`config.mk`:
```
export PLATFORM = sky130hd
export DESIGN_NAME = login_rate_limiter_table
export DESIGN_NICKNAME = d
export VERILOG_FILES = /design/src/design/lrl_pkg.sv /design/src/design/lrl_ctrl.sv /design/src/design/lrl_datapath.sv /design/src/design/login_rate_limiter_table.sv
export SDC_FILE = /design/constraint.sdc
export NUM_CORES = 2
export LEC_CHECK = 0
export BUFFER_PORTS_ARGS = -buffer_cell sky130_fd_sc_hd__buf_2
export CAP_MARGIN = 20
export CELL_PAD_IN_SITES_DETAIL_PLACEMENT = 0
export CELL_PAD_IN_SITES_GLOBAL_PLACEMENT = 2
export CORE_MARGIN = 1.5
export CORE_UTILIZATION = 42
export DETAILED_ROUTE_END_ITERATION = 8
export PLACE_DENSITY = 0.81
export REMOVE_ABC_BUFFERS = 1
export SYNTH_ARGS = -nofsm -noshare
export SYNTH_HDL_FRONTEND = slang
export SYNTH_SLANG_ARGS = --single-unit
```
`constraint.sdc`:
```
create_clock -name clk -period 28.3 [get_ports clk]
set_input_delay 4.245 -clock clk [delete_from_list [all_inputs] [get_ports clk]]
set_output_delay 4.245 -clock clk [all_outputs]
set_load 0.02 [all_outputs]
```
`src/design/lrl_pkg.sv`:
```
package lrl_pkg;

    // request codes
    localparam logic [1:0] REQ_CHECK   = 2'd0;
    localparam logic [1:0] REQ_FAIL    = 2'd1;
    localparam logic [1:0] REQ_SUCCESS = 2'd2;

    // configuration register indexes
    localparam logic [1:0] CFG_WINDOW_MS    = 2'd0;
    localparam logic [1:0] CFG_MAX_ATTEMPTS = 2'd1;
    localparam logic [1:0] CFG_LOCKOUT_MS   = 2'd2;

    localparam logic [31:0] WINDOW_MS_RST    = 32'd300000;
    localparam logic [15:0] MAX_ATTEMPTS_RST = 16'd5;
    localparam logic [31:0] LOCKOUT_MS_RST   = 32'd300000;

    localparam logic [15:0] ATTEMPTS_SAT = 16'hFFFF;
    localparam logic [31:0] OLDEST_INIT  = 32'hFFFF_FFFF;

    typedef struct packed {
        logic [1:0]  req_type;
        logic [63:0] client_key;
        logic [31:0] now_ms;
    } req_t;

    typedef struct packed {
        logic        limited;
        logic        table_full;
        logic [15:0] attempt_count;
    } rsp_t;

    typedef struct packed {
        logic [63:0] key;
        logic [31:0] window_start;
        logic [15:0] attempts;
        logic [31:0] lockout_until;
    } slot_rec_t;

    typedef struct packed {
        logic load;     // latch request, restart scan
        logic scan;     // walk the slot table
        logic resolve;  // pick the slot, precompute time compares
        logic commit;   // write back slot, load result
    } ctrl_cmd_t;

    typedef struct packed {
        logic scan_done;
        logic out_free;
    } ctrl_stat_t;

endpackage

```
`src/design/lrl_ctrl.sv`:
```
module lrl_ctrl (
    input  logic               clk,
    input  logic               rst_n,
    input  logic               req_valid,
    output logic               req_ready,
    input  lrl_pkg::ctrl_stat_t stat,
    output lrl_pkg::ctrl_cmd_t  cmd
);
    import lrl_pkg::*;

    typedef enum logic [3:0] {
        ST_IDLE    = 4'b0001,
        ST_SCAN    = 4'b0010,
        ST_RESOLVE = 4'b0100,
        ST_COMMIT  = 4'b1000
    } state_t;

    state_t state_reg;
    state_t state_next;

    always_comb
    begin
        state_next  = state_reg;
        cmd         = '0;
        req_ready   = 1'b0;
        case (state_reg)
            ST_IDLE:
            begin
                req_ready = 1'b1;
                if (req_valid)
                begin
                    cmd.load   = 1'b1;
                    state_next = ST_SCAN;
                end
            end
            ST_SCAN:
            begin
                cmd.scan = 1'b1;
                if (stat.scan_done)
                begin
                    state_next = ST_RESOLVE;
                end
            end
            ST_RESOLVE:
            begin
                cmd.resolve = 1'b1;
                state_next  = ST_COMMIT;
            end
            ST_COMMIT:
            begin
                // hold until the previous result has left
                if (stat.out_free)
                begin
                    cmd.commit = 1'b1;
                    state_next = ST_IDLE;
                end
            end
            default:
            begin
                state_next = ST_IDLE;
            end
        endcase
    end

    always_ff @(posedge clk or negedge rst_n)
    begin
        if (!rst_n)
        begin
            state_reg <= ST_IDLE;
        end
        else
        begin
            state_reg <= state_next;
        end
    end

endmodule

```
`src/design/lrl_datapath.sv`:
```
module lrl_datapath #(
    parameter int SLOTS = 8
) (
    input  logic                clk,
    input  logic                rst_n,
    input  lrl_pkg::ctrl_cmd_t  cmd,
    output lrl_pkg::ctrl_stat_t stat,
    input  lrl_pkg::req_t       req_in,
    input  logic [31:0]         window_ms,
    input  logic [15:0]         max_attempts,
    input  logic [31:0]         lockout_ms,
    output logic                rsp_valid,
    input  logic                rsp_ready,
    output lrl_pkg::rsp_t       rsp_data
);
    import lrl_pkg::*;

    localparam int SLOT_W = (SLOTS > 1) ? $clog2(SLOTS) : 1;
    localparam logic [SLOT_W:0]   PTR_END  = (SLOT_W + 1)'(SLOTS);
    localparam logic [SLOT_W-1:0] IDX_LAST = SLOT_W'(SLOTS - 1);

    slot_rec_t         mem [SLOTS];
    logic [SLOTS-1:0]  used_reg;

    req_t              req_reg;
    logic [SLOT_W:0]   rd_ptr_reg;
    slot_rec_t         rd_rec_reg;
    logic              eval_vld_reg;
    logic [SLOT_W-1:0] eval_idx_reg;

    // scan trackers
    logic              hit_reg;
    logic [SLOT_W-1:0] hit_idx_reg;
    slot_rec_t         hit_rec_reg;
    logic              free_reg;
    logic [SLOT_W-1:0] free_idx_reg;
    logic              vic_reg;
    logic [SLOT_W-1:0] vic_idx_reg;
    logic [31:0]       vic_ws_reg;

    // resolved slot
    slot_rec_t         cur_rec_reg;
    logic              found_reg;
    logic [SLOT_W-1:0] slot_idx_reg;
    logic              expired_reg;
    logic [31:0]       deadline_reg;
    logic              locked_reg;

    logic              rsp_valid_reg;
    rsp_t              rsp_data_reg;

    logic              is_record;
    logic              issue;
    logic              ent_used;
    logic              ent_locked;
    slot_rec_t         fresh_rec;
    slot_rec_t         sel_rec;
    logic              out_free;

    logic [15:0]       base_att;
    logic [15:0]       new_att;
    logic              fail_lim;
    slot_rec_t         wr_rec;
    logic              wr_en;
    rsp_t              rsp_next;

    assign is_record = (req_reg.req_type == REQ_FAIL) || (req_reg.req_type == REQ_SUCCESS);
    assign issue     = cmd.scan && (rd_ptr_reg < PTR_END);
    assign ent_used  = used_reg[eval_idx_reg];
    assign ent_locked = (rd_rec_reg.lockout_until != 32'd0)
                        && (req_reg.now_ms < rd_rec_reg.lockout_until);
    assign out_free  = !rsp_valid_reg || rsp_ready;

    assign stat.scan_done = eval_vld_reg && (eval_idx_reg == IDX_LAST);
    assign stat.out_free  = out_free;

    always_comb
    begin
        fresh_rec.key           = req_reg.client_key;
        fresh_rec.window_start  = req_reg.now_ms;
        fresh_rec.attempts      = 16'd0;
        fresh_rec.lockout_until = 32'd0;
        sel_rec = hit_reg ? hit_rec_reg : fresh_rec;
    end

    // scan: one record read per cycle, evaluated the cycle after
    always_ff @(posedge clk or negedge rst_n)
    begin
        if (!rst_n)
        begin
            rd_ptr_reg   <= '0;
            eval_vld_reg <= 1'b0;
            hit_reg      <= 1'b0;
            free_reg     <= 1'b0;
            vic_reg      <= 1'b0;
        end
        else if (cmd.load)
        begin
            rd_ptr_reg   <= '0;
            eval_vld_reg <= 1'b0;
            hit_reg      <= 1'b0;
            free_reg     <= 1'b0;
            vic_reg      <= 1'b0;
        end
        else
        begin
            eval_vld_reg <= issue;
            if (issue)
            begin
                rd_ptr_reg <= rd_ptr_reg + 1'b1;
            end
            if (eval_vld_reg)
            begin
                if (ent_used && !hit_reg && (rd_rec_reg.key == req_reg.client_key))
                begin
                    hit_reg <= 1'b1;
                end
                if (!ent_used && !free_reg)
                begin
                    free_reg <= 1'b1;
                end
                if (ent_used && !ent_locked
                    && (!vic_reg || (rd_rec_reg.window_start <= vic_ws_reg)))
                begin
                    vic_reg <= 1'b1;
                end
            end
        end
    end

    always_ff @(posedge clk)
    begin
        if (cmd.load)
        begin
            req_reg    <= req_in;
            vic_ws_reg <= OLDEST_INIT;
        end
        if (issue)
        begin
            eval_idx_reg <= rd_ptr_reg[SLOT_W-1:0];
        end
        if (eval_vld_reg)
        begin
            if (ent_used && !hit_reg && (rd_rec_reg.key == req_reg.client_key))
            begin
                hit_idx_reg <= eval_idx_reg;
                hit_rec_reg <= rd_rec_reg;
            end
            if (!ent_used && !free_reg)
            begin
                free_idx_reg <= eval_idx_reg;
            end
            if (ent_used && !ent_locked
                && (!vic_reg || (rd_rec_reg.window_start <= vic_ws_reg)))
            begin
                vic_idx_reg <= eval_idx_reg;
                vic_ws_reg  <= rd_rec_reg.window_start;
            end
        end
        if (cmd.resolve)
        begin
            cur_rec_reg  <= sel_rec;
            found_reg    <= is_record ? (hit_reg || free_reg || vic_reg) : hit_reg;
            slot_idx_reg <= hit_reg ? hit_idx_reg : (free_reg ? free_idx_reg : vic_idx_reg);
            expired_reg  <= (req_reg.now_ms - sel_rec.window_start) > window_ms;
            deadline_reg <= req_reg.now_ms + lockout_ms;
            locked_reg   <= (hit_rec_reg.lockout_until != 32'd0)
                            && (req_reg.now_ms < hit_rec_reg.lockout_until);
        end
    end

    // update of the chosen slot and the result
    always_comb
    begin
        base_att = expired_reg ? 16'd0 : cur_rec_reg.attempts;
        new_att  = (base_att == ATTEMPTS_SAT) ? base_att : base_att + 16'd1;
        fail_lim = new_att >= max_attempts;
        wr_rec   = cur_rec_reg;
        rsp_next = '0;
        wr_en    = 1'b0;
        if (is_record)
        begin
            if (!found_reg)
            begin
                rsp_next.limited    = 1'b1;
                rsp_next.table_full = 1'b1;
            end
            else if (req_reg.req_type == REQ_SUCCESS)
            begin
                wr_en                = 1'b1;
                wr_rec.attempts      = 16'd0;
                wr_rec.lockout_until = 32'd0;
                wr_rec.window_start  = req_reg.now_ms;
            end
            else
            begin
                wr_en                  = 1'b1;
                wr_rec.window_start    = expired_reg ? req_reg.now_ms : cur_rec_reg.window_start;
                wr_rec.attempts        = new_att;
                wr_rec.lockout_until   = fail_lim ? deadline_reg : cur_rec_reg.lockout_until;
                rsp_next.limited       = fail_lim;
                rsp_next.attempt_count = new_att;
            end
        end
        else if (found_reg)
        begin
            rsp_next.limited       = locked_reg;
            rsp_next.attempt_count = cur_rec_reg.attempts;
        end
    end

    always_ff @(posedge clk)
    begin
        if (issue)
        begin
            rd_rec_reg <= mem[rd_ptr_reg[SLOT_W-1:0]];
        end
        if (cmd.commit && wr_en)
        begin
            mem[slot_idx_reg] <= wr_rec;
        end
    end

    always_ff @(posedge clk or negedge rst_n)
    begin
        if (!rst_n)
        begin
            used_reg      <= '0;
            rsp_valid_reg <= 1'b0;
        end
        else
        begin
            if (cmd.commit && wr_en)
            begin
                used_reg[slot_idx_reg] <= 1'b1;
            end
            if (cmd.commit)
            begin
                rsp_valid_reg <= 1'b1;
            end
            else if (rsp_ready)
            begin
                rsp_valid_reg <= 1'b0;
            end
        end
    end

    always_ff @(posedge clk)
    begin
        if (cmd.commit)
        begin
            rsp_data_reg <= rsp_next;
        end
    end

    assign rsp_valid = rsp_valid_reg;
    assign rsp_data  = rsp_data_reg;

endmodule

```
`src/design/login_rate_limiter_table.sv`:
```
// Channel | Dir | Handshake              | Payload
// req     | in  | req_valid / req_ready  | req_data  : req_type, client_key, now_ms
// rsp     | out | rsp_valid / rsp_ready  | rsp_data  : limited, table_full, attempt_count
// cfg     | in  | cfg_valid / cfg_ready  | cfg_index, cfg_data (window, max attempts, lockout)
//
// Flow: one request at a time. The slot scan reads the record memory one slot
//   per cycle; then a resolve step picks the slot, and a commit step writes it
//   back and loads the result.
// Reset: slot valid bits clear at once, no clearing pass; config takes defaults.
// Stalls: the result sits in an output register; a new request is taken while
//   it waits, but its write-back holds until the old result is taken.
module login_rate_limiter_table #(
    parameter int SLOTS = 8
) (
    input  logic           clk,
    input  logic           rst_n,

    // request transaction
    input  logic           req_valid,
    output logic           req_ready,
    input  lrl_pkg::req_t  req_data,

    // result transaction
    output logic           rsp_valid,
    input  logic           rsp_ready,
    output lrl_pkg::rsp_t  rsp_data,

    // configuration write transaction
    input  logic           cfg_valid,
    output logic           cfg_ready,
    input  logic [1:0]     cfg_index,
    input  logic [31:0]    cfg_data
);
    import lrl_pkg::*;

    logic [31:0] window_ms_reg;
    logic [15:0] max_attempts_reg;
    logic [31:0] lockout_ms_reg;

    ctrl_cmd_t   cmd;
    ctrl_stat_t  stat;

    // Config writes are always accepted and registered directly; unknown indexes are dropped.
    assign cfg_ready = 1'b1;

    always_ff @(posedge clk or negedge rst_n)
    begin
        if (!rst_n)
        begin
            window_ms_reg    <= WINDOW_MS_RST;
            max_attempts_reg <= MAX_ATTEMPTS_RST;
            lockout_ms_reg   <= LOCKOUT_MS_RST;
        end
        else if (cfg_valid && cfg_ready)
        begin
            case (cfg_index)
                CFG_WINDOW_MS:    window_ms_reg    <= cfg_data;
                CFG_MAX_ATTEMPTS: max_attempts_reg <= cfg_data[15:0];
                CFG_LOCKOUT_MS:   lockout_ms_reg   <= cfg_data;
                default:          ;
            endcase
        end
    end

    // Sequencer: idle -> scan -> resolve -> commit.
    lrl_ctrl u_ctrl (
        .clk       (clk),
        .rst_n     (rst_n),
        .req_valid (req_valid),
        .req_ready (req_ready),
        .stat      (stat),
        .cmd       (cmd)
    );

    // Slot table, scan trackers, update arithmetic and output register.
    lrl_datapath #(
        .SLOTS (SLOTS)
    ) u_datapath (
        .clk          (clk),
        .rst_n        (rst_n),
        .cmd          (cmd),
        .stat         (stat),
        .req_in       (req_data),
        .window_ms    (window_ms_reg),
        .max_attempts (max_attempts_reg),
        .lockout_ms   (lockout_ms_reg),
        .rsp_valid    (rsp_valid),
        .rsp_ready    (rsp_ready),
        .rsp_data     (rsp_data)
    );

    // A full table always fails closed with no count.
    a_full_closed: assert property (@(posedge clk) disable iff (!rst_n)
        rsp_valid && rsp_data.table_full |-> rsp_data.limited
            && (rsp_data.attempt_count == 16'd0))
        else $error("table_full result without limited or with nonzero count");

    // Only one request in flight.
    a_one_at_a_time: assert property (@(posedge clk) disable iff (!rst_n)
        req_valid && req_ready |=> !req_ready)
        else $error("request accepted while another is in flight");

    // Write-back never overruns a result still waiting.
    a_commit_free: assert property (@(posedge clk) disable iff (!rst_n)
        cmd.commit |-> (!rsp_valid || rsp_ready))
        else $error("commit while output register occupied");

    // End of scan is only seen during the scan.
    a_scan_done: assert property (@(posedge clk) disable iff (!rst_n)
        stat.scan_done |-> cmd.scan)
        else $error("scan done outside of scan");

endmodule
```
==> flow_summary.ini <==
[timing]
worst_slew_margin_rel = 0.310
fmax_ghz = 0.137
final_period_minus_worst_setup_slack_ns = 7.30
totalNegativeSetupSlack_ns = 0
final-max-slew-violation-count = 0
tightestPinTransition_ns = 1.03
final_min_period_over_clock_period = 0.258
finalHoldViolCount = 0
worst_setup_skew_after_layout_ns = 0.0466
post_route_worst_hold_slack_ns = 0.413
setup_viol = 0
rsz0062_at_grt = false
worst_slack_ns = 21.00

[critical_path]
startpoint_type = primary input
timing.rr.start = u_datapath.hit_reg$_DFFE_PN0P_
critical_path_class = in2reg
worstSetupEndpointType = register
reg2reg_slack_ns = 22.22
crit_path_max_fanout = 50
rr_endpoint = u_datapath.expired_reg$_DFFE_PP_
slowest_stage = buf_4
cp.buffers_inverters = 4
arrival_ns = 7.72
timing.critical_path.required_ns = 28.72
critPathTopFamily = buffers and inverters
cpMostUsedCell = buf_4
reg2regPathDepth = 24
critPathMaxStageDelay_ns = 0.80
crit_path_cell_trace = buf_2 > nor2b_1 > or4_1 > nor2_4 > buf_4 > buf_4 > buf_4

[synth]
syn-mean-instance-area_um2 = 18.5
synth_area_um2 = 76700
synthMuxAreaShare = 0.131
synth_top_cell_area_share = 0.685
synth_enable_flop_cells = 1750
yosys_warnings = 0
synthAdderAreaFrac = 0.0344
syn_inst = 4146
compound_gate_portion_of_the_synthesized_area = 0.0406
ys_async_sr_fraction = 0.0536
yosysUniqueCellTypes = 90
most_used_dff_post_synth = edfxtp_1
ys_seq_area_frac = 0.726
ys_ff_latch = 1883
synth_top_family_by_area = multiplexers
yosys.area_share.xor_xnor = 0.0130
synth_top_cell_by_area = edfxtp_1
post_synth_and_or_nand_nor_area_fraction = 0.0358
synth.top_cells.by_area = edfxtp_1 (68%), mux4_2 (8.5%), mux2_2 (4.1%)

[die]
floorplan.initialDensity = 0.424
die_w_um = 430
die_area_um2 = 185000
io-pin-count = 158
placementRows = 156
placeableCoreArea_um2 = 181000
overall_die_height_um = 430

[layout]
largest_register_ff_count = 1152
layoutNonFillerInstCount = 6941
commonest_non_fill_non_tap_cells_in_the_layout = edfxtp_1 (1750), mux4_2 (290), mux2_2 (282), inv_1 (212), ha_1 (208)
flow.area_growth_from_synthesis_pct = 12.7
mostFrequentLayoutCell = edfxtp_1
registers.top_by_ff_count = u_datapath.mem
finish.net_count = 4762
drive_gt1_frac = 0.246

[placed_design]
placed_cells = 6592
preCtsSetupSlack_ns = 19.32
io_buffer_count = 156
dp.final_hpwl_mm = 107
gp_congestion = 0.832

[cts]
numCtsBuffers = 189
cts-hold-fix-buffers = 0
cts.htree.levels = 4
postCtsSetupRepairBufs = 0
clkTransAtPathRegs_ns = 0.06
cts.repair.resized = 0
cts_tree = built
worstSkewPairLatency_ns = 0.82
max-clock-path-buffers = 3
cts-root-buf = clkbuf_16
cts.sink_count = 1883

[worst_hold_path]
hold_path_depth = 0
whs_endpoint = u_datapath.hit_rec_reg[41]$_DFFE_PP_
hold_path_startpoint = u_datapath.rd_rec_reg[41]$_DFFE_PP_
holdCritPathClass = reg2reg

[detailed_routing]
routed_wire_length_per_instance_um = 25.0
route.antenna.remaining_nets = 0
routed-via-count = 38300
via_per_inst = 5.52
drt_first_pass_iters = 6
routed_wirelength_mm = 174
drt-initial-drc-count = 3563
drt_drc_violations_left = 0

[grt]
number_of_antenna_violations_at_the_first_check_in_global_routing = 1
grt_overflow = 0
overall_global_routing_usage = 0.187
grt_first_pass_wirelength_mm = 257
via_count_of_the_first_global_routing_pass = 39200
grt_max_degree = 128

[status]
run_status = finished clean

[pwr]
finalPower_mw = 7.33
vdd.ir_drop.worst_v = 0.0000738
leakage_nw = 29.5
power.density_cell_area_nw_per_um2 = 84.8

[flow_run]
max_cap_violations = 0
## routing by layer
layer	routed length (µm)	vias up	GRT usage
met5	0	-	0
met4	3320	0	0.0473
met3	9420	202	0.0281
met2	83800	1068	0.305
met1	77300	20100	0.266
li1	-	17000	-
## logic make-up (layout without fill, tap and decap cells)
| kind of cell | after synthesis | after routing |
|---|---|---|
| and+or+nand+nor | 504 | 504 |
| DFF | 1883 | 1883 |
| other | 1 | 3 |
| AOI/OAI and AO/OA | 463 | 463 |
| xor gates and xnor gates | 114 | 114 |
| buffers and inverters | 362 | 785 |
| muxes | 609 | 609 |
| adders and majority gates | 210 | 210 |
## worst max-delay path by stage
| stage | start | end | slack (ns) | depth (start not counted) |
|---|---|---|---|---|
| CTS | rsp_ready | u_datapath.mem[3][103]$_DFFE_PP_ | 20.18 | 8 |
| global route | rsp_ready | u_datapath.mem[3][103]$_DFFE_PP_ | 20.83 | 8 |
| global placement | rsp_ready | u_datapath.mem[3][138]$_DFFE_PP_ | 19.40 | 8 |
| detailed placement | rsp_ready | u_datapath.mem[3][109]$_DFFE_PP_ | 19.32 | 8 |
| floorplan | u_ctrl.state_reg[2]$_DFFE_PN0P_ | u_ctrl.state_reg[0]$_DFFE_PN1P_ | 7.27 | 2 |
| finish | rsp_ready | u_datapath.mem[4][92]$_DFFE_PP_ | 21.00 | 7 |
## per-stage QoR
stage                     area (µm²)   util
final                          86400  0.477
after floorplan                76100      -
after detailed placement       80600  0.445
after global placement         80600  0.445
after global routing           86400  0.477
after CTS                      86400  0.477
## report_power, final
part | switching (mW) | internal (mW)
logic | 0.789 | 0.715
clock network | 1.04 | 1.32
registers | 0.165 | 3.30
## cell type report
class / instances / area (µm²)
antenna: 2 / 5.00
tap: 2370 / 2970
clock buffer: 250 / 5100
fill: 14900 / 94700
sequential: 1883 / 55800
clock inverter: 95 / 722
multi-input combinational: 1901 / 19700
inverter: 214 / 808
timing repair buffer: 226 / 1400
## Yosys cell counts, types with 15 or more instances
master and n:
nor3_1 24, mux4_2 290, nor4_1 33, buf_1 29, mux2_2 282, ha_1 208
edfxtp_1 1750, nand3_1 24, nor2b_1 24, xor2_1 61, and2_1 57, a21o_1 72
dfxtp_1 32, nand4_1 38, a21oi_1 90, buf_2 16, nand2b_1 27, and3b_1 32
nand2_1 119, a32o_1 34, mux2i_1 35, a211oi_1 15, dfrtp_1 82, o21a_1 16
o21ai_0 99, xnor2_1 53, dfstp_2 19, a31oi_1 43, nor2_1 72, inv_1 212
clkbuf_1 99
## worst reg2reg max path: cells and delay by family, from the launching register on
kind	cells	cell delay, ns
xor gates and xnor gates	1	0.13
and+or+nand+nor	4	0.73
adders and majority gates	3	0.94
DFF	1	0.78
buffers and inverters	3	0.82
AOI/OAI and AO/OA	13	2.37
No activity file was read; power rests on OpenSTA's default activity.
